File: src/design/assert_macros.svh
// assertion macros shared by the sorter rtl
`ifndef ASSERT_MACROS_SVH
`define ASSERT_MACROS_SVH

// property must hold at every rising clock edge outside reset
`define SRT_ASSERT(label, clk, rst_n, prop) \
	label: assert property (@(posedge clk) disable iff (!rst_n) prop) \
		else $error("sorter assertion failed");

// expression must never be true outside reset
`define SRT_NEVER(label, clk, rst_n, expr) \
	label: assert property (@(posedge clk) disable iff (!rst_n) !(expr)) \
		else $error("sorter forbidden condition");

`endif

File: src/design/srt_pkg.sv
// shared types and constants of the record sorter
package srt_pkg;

	localparam int MAX_ENTRIES = 32;
	localparam int KEY_BITS    = 16;
	localparam int FIELD_W     = 16;
	localparam int KEY_W       = (KEY_BITS < FIELD_W) ? KEY_BITS : FIELD_W;

	typedef struct packed {
		logic               vld;
		logic [KEY_W-1:0]   key;
		logic [FIELD_W-1:0] id;
	} rec_t;

	typedef struct packed {
		logic ins;
		logic shl;
	} ctl_t;

	typedef enum logic [1:0] {
		ST_LOAD  = 2'b01,
		ST_DRAIN = 2'b10
	} state_t;

endpackage

File: src/design/sort_records_by_capacity.sv
// top level of the record sorter: insertion chain, run control and output
// Records are loaded one beat per cycle into a chain of MAX_ENTRIES cells that
// keeps them in ascending capacity order as they arrive (equal keys in load
// order). The beat marked final_record is stored like the others, then the
// chain drains from its head at one sorted beat per cycle while sort_stall is
// low. load_stall is high for the whole drain. A record that arrives while all
// cells are occupied is dropped and overflowed is raised on every beat of that
// run. After the end_of_run beat is taken the chain is empty and the next set
// may load at once.
`include "assert_macros.svh"

module sort_records_by_capacity (
	input  logic        clk,
	input  logic        arst_n,
	input  logic        load_valid,
	output logic        load_stall,
	input  logic [15:0] capacity,
	input  logic [15:0] record_id,
	input  logic        final_record,
	output logic        sort_valid,
	input  logic        sort_stall,
	output logic [15:0] sorted_capacity,
	output logic [15:0] sorted_id,
	output logic        end_of_run,
	output logic        overflowed
);

	localparam int N = srt_pkg::MAX_ENTRIES;

	srt_pkg::state_t state_q;
	logic            drop_q;
	srt_pkg::ctl_t   ctl;
	srt_pkg::rec_t   new_rec;
	srt_pkg::rec_t   cell_rec [N];
	logic [N-1:0]    cell_keep;
	logic [N-1:0]    vld_vec;
	logic            load_acc;
	logic            sort_acc;
	logic            full;

	assign load_stall = (state_q == srt_pkg::ST_DRAIN);
	assign load_acc   = load_valid && !load_stall;
	assign sort_valid = (state_q == srt_pkg::ST_DRAIN);
	assign sort_acc   = sort_valid && !sort_stall;
	assign full       = cell_rec[N-1].vld;

	assign ctl.ins = load_acc && !full;
	assign ctl.shl = sort_acc;

	assign new_rec = '{vld: 1'b1, key: capacity[srt_pkg::KEY_W-1:0], id: record_id};

	for (genvar i = 0; i < N; i++) begin : g_cell
		srt_pkg::rec_t left_rec;
		srt_pkg::rec_t right_rec;
		logic          left_keep;

		if (i == 0) begin : g_head
			assign left_rec  = '0;
			assign left_keep = 1'b1;
		end else begin : g_body
			assign left_rec  = cell_rec[i-1];
			assign left_keep = cell_keep[i-1];
		end

		if (i == N-1) begin : g_tail
			assign right_rec = '0;
		end else begin : g_inner
			assign right_rec = cell_rec[i+1];
		end

		srt_cell u_cell (
			.clk       (clk),
			.arst_n    (arst_n),
			.ctl       (ctl),
			.new_rec   (new_rec),
			.left_rec  (left_rec),
			.left_keep (left_keep),
			.right_rec (right_rec),
			.rec       (cell_rec[i]),
			.keep      (cell_keep[i])
		);

		assign vld_vec[i] = cell_rec[i].vld;
	end

	assign sorted_capacity = srt_pkg::FIELD_W'(cell_rec[0].key);
	assign sorted_id       = cell_rec[0].id;
	assign end_of_run      = !cell_rec[1].vld;
	assign overflowed      = drop_q;

	always_ff @(posedge clk or negedge arst_n) begin
		if (!arst_n) begin
			state_q <= srt_pkg::ST_LOAD;
			drop_q  <= 1'b0;
		end else begin
			unique case (state_q)
				srt_pkg::ST_LOAD: begin
					if (load_acc && full) begin
						drop_q <= 1'b1;
					end
					if (load_acc && final_record) begin
						state_q <= srt_pkg::ST_DRAIN;
					end
				end
				srt_pkg::ST_DRAIN: begin
					if (sort_acc && end_of_run) begin
						state_q <= srt_pkg::ST_LOAD;
						drop_q  <= 1'b0;
					end
				end
				default: begin
					state_q <= srt_pkg::ST_LOAD;
				end
			endcase
		end
	end

	// occupied cells always form an unbroken run from the head
	`SRT_ASSERT(a_contig, clk, arst_n, $onehot({1'b0, vld_vec} + (N+1)'(1)))
	// a drain beat always has a record at the head
	`SRT_NEVER(a_drain_head, clk, arst_n, sort_valid && !vld_vec[0])
	// the chain is empty once the end of the run is taken
	`SRT_ASSERT(a_run_empty, clk, arst_n, sort_acc && end_of_run |=> !vld_vec[0])

endmodule

File: src/design/srt_cell.sv
// one cell of the insertion chain: holds one record, inserts or shifts
module srt_cell (
	input  logic          clk,
	input  logic          arst_n,
	input  srt_pkg::ctl_t ctl,
	input  srt_pkg::rec_t new_rec,
	input  srt_pkg::rec_t left_rec,
	input  logic          left_keep,
	input  srt_pkg::rec_t right_rec,
	output srt_pkg::rec_t rec,
	output logic          keep
);

	logic                        vld_q;
	logic [srt_pkg::KEY_W-1:0]   key_q;
	logic [srt_pkg::FIELD_W-1:0] id_q;
	logic                        take_new;
	logic                        take_left;

	// equal keys stay ahead of the new record
	assign keep      = vld_q && (key_q <= new_rec.key);
	assign take_new  = ctl.ins && !keep && left_keep;
	assign take_left = ctl.ins && !keep && !left_keep;

	assign rec = '{vld: vld_q, key: key_q, id: id_q};

	always_ff @(posedge clk or negedge arst_n) begin
		if (!arst_n) begin
			vld_q <= 1'b0;
		end else if (take_new) begin
			vld_q <= 1'b1;
		end else if (take_left) begin
			vld_q <= left_rec.vld;
		end else if (ctl.shl) begin
			vld_q <= right_rec.vld;
		end
	end

	always_ff @(posedge clk) begin
		if (take_new) begin
			key_q <= new_rec.key;
			id_q  <= new_rec.id;
		end else if (take_left) begin
			key_q <= left_rec.key;
			id_q  <= left_rec.id;
		end else if (ctl.shl) begin
			key_q <= right_rec.key;
			id_q  <= right_rec.id;
		end
	end

endmodule

File: config.mk
export PLATFORM = sky130hd
export DESIGN_NAME = sort_records_by_capacity
export DESIGN_NICKNAME = d
export VERILOG_FILES = /design/src/design/srt_pkg.sv /design/src/design/sort_records_by_capacity.sv /design/src/design/srt_cell.sv
export VERILOG_INCLUDE_DIRS = /design/src /design/src/design
export SDC_FILE = /design/constraint.sdc
export NUM_CORES = 2
export LEC_CHECK = 0
export BUFFER_PORTS_ARGS = -buffer_cell sky130_fd_sc_hd__buf_2
export CORE_AREA = 2 2 490 492
export CTS_BUF_LIST = sky130_fd_sc_hd__clkbuf_16
export CTS_CLUSTER_SIZE = 24
export DETAILED_ROUTE_END_ITERATION = 8
export DIE_AREA = 0 0 492 494
export PLACE_DENSITY = 0.47
export SETUP_SLACK_MARGIN = 0.2
export SLEW_MARGIN = 20
export SYNTH_ARGS = -nofsm -noshare
export SYNTH_HDL_FRONTEND = slang
export SYNTH_SLANG_ARGS = --single-unit
File: constraint.sdc
create_clock -name clk -period 6.9 [get_ports clk]
set_clock_uncertainty 0.2 [all_clocks]
set_input_delay 1.725 -clock clk [delete_from_list [all_inputs] [get_ports clk]]
set_output_delay 1.725 -clock clk [all_outputs]
set_load 0.03 [all_outputs]
# After elaboration in Yosys (flattened, before gate mapping)
# Cells that the tools add are included.
# word_totals
reg_bits	1059
in_bits	37
output_inout_bits	36
elab_cells	628
# classes
magnitude_cmp	32
n_eq_ne	5
mux	290
reduce_logical	203
# op_table
op	n
$mux W16	189
$le A16 B16 Y1	32
$logic_and A1 B1 Y1	132
$mux W1	97
$reduce_bool A3 Y1	31
$logic_not A1 Y1	36
$mux W2	2
$ne A2 B2 Y1 const B	2
$pmux W2 S2	1
$reduce_bool A2 Y1	2
$reduce_and A3 Y1	1
$eq A2 B1 Y1 const B	1
$eq A2 B2 Y1 const B	1
$ne A2 B1 Y1 const B	1
$pmux W1 S2	1
$reduce_and A2 Y1	1

# Logic depth before layout (Yosys ltp)
# logic_depth
ltp_word	8
mapped_depth	12
depth_no_buf	9

# Modules after synthesis
# From an unflattened synthesis, not the netlist that was laid out.
# unflattened
cells_unflattened	5587
area_unflattened_um2	73992.2
# modules_own_cells
module	instances	cells_each	area_each_um2	seq_area_each_um2
srt_cell at g_cell[0].u_cell ...	21	174	2264.7	985.9
srt_cell at g_cell[2].u_cell ...	10	174	2387.3	985.9
srt_cell at g_cell[17].u_cell	1	174	2386.0	985.9
sort_records_by_capacity	1	19	175.2	76.3

# Worst setup path after synthesis
# OpenSTA, ideal clock, no wires.
# synth_timing
kind	input to register
startpoint	input capacity[15]
endpoint	register g_cell[22].u_cell.id_q[0] (netlist bit), enable pin
setup_ns	0.466
arrival_ns	6.218
t_required_ns	6.234
slack_ns	0.016
stages	10
n_path_buf	2
path_cell_list	inv_1 ha_1 and4_1 nand3_1 a211o_1 a31o_2 and2_1 buf_2 buf_4 o21ai_0
# synth_via
elab_chain_len	6
elab_cells_between_ends	10
classes_between	order compare (2); reduce/logical (8)
# synth_rtl
item	line	rtl
start, declared	sort_records_by_capacity.sv:17	input logic [15:0] capacity,
$le A16 B16 Y1	srt_cell.sv:21	assign keep = vld_q && (key_q <= new_rec.key);
$logic_and A1 B1 Y1	srt_cell.sv:21	
$logic_not A1 Y1	srt_cell.sv:22, srt_cell.sv:23	
$logic_and A1 B1 Y1	srt_cell.sv:22, srt_cell.sv:23	
$logic_and A1 B1 Y1, on equally long branches	srt_cell.sv:23, srt_cell.sv:22	
$reduce_bool A3 Y1 (no source line) (*)	-	
end signal, assigned	srt_cell.sv:42	id_q <= new_rec.id;
end signal, assigned	srt_cell.sv:45	id_q <= left_rec.id;
end signal, assigned	srt_cell.sv:48	id_q <= right_rec.id;
end, declared	srt_cell.sv:16	logic [srt_pkg::FIELD_W-1:0] id_q;
# Every way passes the cells marked *; elsewhere a longest branch is shown, timed or not.
# A chain may end at the register's enable or synchronous reset.

# Worst setup path after layout
# layout_timing
startpoint	input capacity[15]
endpoint	register g_cell[10].u_cell.key_q[13] (netlist bit), enable pin
# layout_via
elab_chain_len	6
elab_cells_between_ends	10
classes_between	order compare (2); reduce/logical (8)
# layout_rtl
item	line	rtl
$le A16 B16 Y1	srt_cell.sv:21	
$logic_and A1 B1 Y1	srt_cell.sv:21	
$logic_not A1 Y1	srt_cell.sv:22, srt_cell.sv:23	
$logic_and A1 B1 Y1	srt_cell.sv:22, srt_cell.sv:23	
$logic_and A1 B1 Y1, on equally long branches	srt_cell.sv:23, srt_cell.sv:22	
$reduce_bool A3 Y1 (no source line) (*)	-	
end signal, assigned	srt_cell.sv:41	key_q <= new_rec.key;
end signal, assigned	srt_cell.sv:44	key_q <= left_rec.key;
end signal, assigned	srt_cell.sv:47	key_q <= right_rec.key;
end, declared	srt_cell.sv:15	logic [srt_pkg::KEY_W-1:0] key_q;
# Marks and branches as above.

==> flow_results.org <==
** Die
- Site row count :: 179
- DIE AREA :: 243,000 µm²
- Effective utilization at floorplan :: 29.9%
- For this design the top-level I/O count stands at 73.
- Measured along the x axis, the die boundary spans 492 µm.
- Core Box Area :: 237,000 µm²
- The floorplan step set the die height to 494 µm.

** Worst setup path
- STA classifies the critical path endpoint as a register.
- Worst Path Required :: 7190 ps
- The slowest stage of the critical path belongs to the cell nand2b_1.
- For the worst setup path, the data arrival time is 5300 ps.
- Maximum single-stage delay on the critical path :: 730 ps
- Cells along the critical path :: buf_2, inv_2, buf_4, ha_1, nand4_1, a2111oi_2, o31ai_4, a21oi_4, nand2b_1, buf_12
- The setup path with the least slack is of type in -> reg.
- Largest driver fanout on the critical path :: 20
- The worst setup path is launched from an input pin.

** Power
- Pwr dens :: 353 nW/µm²
- IR analysis of the VDD net gives a maximum drop of 0.162 mV.
- Leakage Power :: 31.8 nW
- The design draws 0.0280 W.

** Synthesis
- Number of flops mapped to enable cells by yosys :: 1,024
- Proportion of register bits with asynchronous set or reset after synthesis :: 3.31%
- In this run the biggest area consumer among cell types represents 43.3% of the synthesized area.
- After synthesis the netlist holds a flip-flop and latch count of 1,059.
- Sorting the synthesized cells by area gives the leading types as edfxtp_1, ha_1, a21oi_1.
- The Yosys step of the flow raised 0 warnings.
- Synthesis instantiated 73 different standard cells from the library.
- Top cell type by total area after synthesis :: edfxtp_1
- Dividing the synthesized area by the synthesized cell count gives 9.10 µm².
- Seq/Total Area, Yosys :: 44.5%
- Of the total synthesized cell area, the portion taken by AND, OR, NAND and NOR gates is 13.2%.
- Post-Synthesis Net Count :: 8,345
- Summing every instance area after synthesis gives 71,100 µm².
- After synthesis, the largest family of logic cells by area is compound AO/OA/AOI/OAI gates.
- Number of standard cells after synthesis :: 7,812
- Most used flip-flop cell after synthesis :: edfxtp_1
- Summing the areas of all xor and xnor instances in the mapped netlist gives 0% of the synthesized area.
- Post-Synth Adder-Cell Area :: 8.73%
- Share of synthesized area spent on multiplexers :: 6.00%
- Synthesized-area fraction occupied by ao, oa, aoi and oai cells :: 20.9%

** STA
- Fmax :: 0.199 GHz
- Min Hold Slack :: 306 ps
- Normalized max-slew margin :: 27.2%
- Final Hold Vio Count :: 0
- Setup repair after global routing left no endpoint under its margin.
- Final critical path time including I/O delays and setup :: 5010 ps
- The total count of max-transition violations in the final report is 0.
- Number of failing setup endpoints in the final timing report :: 0
- Actual transition at the worst max-transition pin :: 1090 ps
- The final critical path takes up 72.7% of the cycle.
- Total Negative Setup Slacks :: 0 ps

** Clocking
- Insertion delay of the later-clocked pin in the worst-skew pair :: 800 ps
- TritonCTS built the clock tree.
- CTS saw 1,059 sinks.
- In this run, post-CTS hold repair placed 0 buffers.
- The longest clock path from root to sink contains 3 buffers.
- After clock tree synthesis, the clock-pin slew on the worst setup and hold paths is 60 ps.
- The number of setup buffers added after CTS is 0.
- After clock tree synthesis, the repair step resized 0 gates.
- The H-tree generated during clock tree synthesis spans 4 levels.
- TritonCTS created 136 clock buffers.
- The cell sitting at the root of the clock tree is a clkbuf_16.

** Placement
- Detail Placement HPWL :: 189 mm
- Routability-driven placement finished with a final weighted congestion of 0.875.
- Number of buffer cells added on primary ports :: 72

** Global routing
- Overall global routing resource usage :: 21.4%
- First-pass GRT wire length :: 396 mm
- Via count of the first global-routing pass :: 57,695
- The number of antenna violations at the first check in global routing was 8.
- Entering global routing, the biggest net connects 69 pins.
- Global routing finished with a remaining overflow of 0.

** Routing
- In the final routed layout, each cell accounts on average for 24.8 µm.
- The first TritonRoute pass finished after 5 iterations.
- For this block, the initial DRC count from the detailed router was 6,126.
- The routed layout has 61,029 vias.
- Post-route DRC violation count :: 0
- Once detail routing completed, the nets flagged for antenna violations numbered 0.
- Total wirelength of the detailed-routed design :: 269 mm
- In the routed layout, each cell is associated on average with a via count of 5.62.

** Flow run
- Count of maximum capacitance violations :: 0

** Outcome
- The flow ran to the end, and the final reports show no timing, DRC or antenna violations.

** Cells and area
- In the final layout, the share of cells above drive strength 1 is 8.53%.
- Compared with the post-synthesis result, the final layout area differs by 11.6%.
- Final Core Density :: 33.4%
- Nets :: 8,113

** Hold path
- The worst hold path belongs to the class reg -> reg.
==> layer usage <==
| metal | global-route usage [%] | vias up | part of all wire, % |
|---|---|---|---|
| li1 | - | 28414 | - |
| met1 | 31.1 | 30014 | 46 |
| met2 | 32.9 | 2229 | 44 |
| met3 | 2.61 | 368 | 6.5 |
| met4 | 6.78 | 4 | 3.1 |
| met5 | 0 | - | 0.0071 |
==> sequential cells by signal, summed over array words and instances, names as in the netlist <==
| name | cells |
|---|---|
| g_cell.u_cell.id_q | 512 |
| g_cell.u_cell.key_q | 512 |
| g_cell.u_cell.vld_q | 32 |
| overflowed | 1 |
| state_q | 2 |
==> Yosys cell counts, types with 94 or more instances <==
library cell,count
edfxtp_1,1024
nand2_1,999
a21oi_1,802
nor2_1,745
a31oi_1,580
ha_1,496
inv_1,480
clkbuf_1,461
o22ai_1,387
mux2i_1,367
o21ai_0,264
buf_2,148
nand3_1,136
nand4_1,111
nor2b_1,94
==> cells in the final DEF, fill, tap and decap left out, types with 20 or more instances in the layout <==
cell type,count
clkinv_1,26
o21ai_1,71
o221ai_1,25
o22ai_1,387
a21oi_1,786
buf_4,213
nand4_1,111
nand2b_1,21
mux2i_1,367
a311oi_1,34
nand2_1,996
ha_1,496
o211ai_1,45
o21ai_0,259
nor2_1,742
o2bb2ai_1,62
and3_1,38
a21o_1,48
a21oi_4,20
edfxtp_1,1024
nor2b_1,94
clkbuf_16,141
nand3_1,135
a31oi_1,580
mux2_2,35
buf_2,71
buf_12,23
inv_1,515
==> where the power goes <==
group	internal (W)	leakage, nW	total (W)	switching [W]
Clock	0.00391	2.23	0.00689	0.00298
Sequential	0.00905	9.78	0.0104	0.00138
Combinational	0.00367	19.8	0.0107	0.00703
==> metrics by stage <==
stage | instance area, µm² | instances | setup WS, ps
after floorplan | 71100 | 7812 | 613
after global placement | 75100 | 10609 | 999
after detailed placement | 75100 | 10609 | 1070
after CTS | 79300 | 10858 | 1940
after global routing | 79300 | 10858 | 1780
final | 79300 | 10861 | 1890
==> final timing paths <==
| path | startpoint | end | slack, ps | cells past startpoint |
|---|---|---|---|---|
| setup / recovery | capacity[15] | g_cell[10].u_cell.key_q[13] | 1890 | 10 |
| hold / removal | overflowed | overflowed | 310 | 2 |
| setup reg to reg | g_cell[2].u_cell.key_q[15] | g_cell[2].u_cell.key_q[0] | 3140 | 9 |
| hold reg to reg | overflowed | overflowed | 310 | 2 |
| max in group asynchronous | arst_n | g_cell[14].u_cell.vld_q | 4590 | 2 |
| min in group asynchronous | arst_n | g_cell[27].u_cell.vld_q | 670 | 1 |
==> worst max-delay path: cells and delay by family <==
| family | cells | cell delay (ps) |
|---|---|---|
| AOI/OAI and AO/OA | 3 | 990 |
| and+or+nand+nor | 2 | 1050 |
| adders and majority gates | 1 | 180 |
| buffers and inverters | 4 | 1300 |
==> logic make-up after synthesis <==
kind of cell,Yosys count
adders and majority gates,496
and+or+nand+nor,2219
muxes,416
AOI/OAI and AO/OA,2465
buffers and inverters,1157
DFF,1059
==> area by class of cell <==
cell class                      count  area, µm²
Antenna cell                        3       7.51
Clock buffer                      141       3530
Clock inverter                    108        657
Fill cell                       24504     158000
Inverter                          480       1800
Multi-Input combinational cell   5596      35300
Sequential cell                  1059      31600
Tap cell                         3167       3960
Timing Repair Buffer              307       2410
Note: power is estimated with default switching activity, not from simulation.
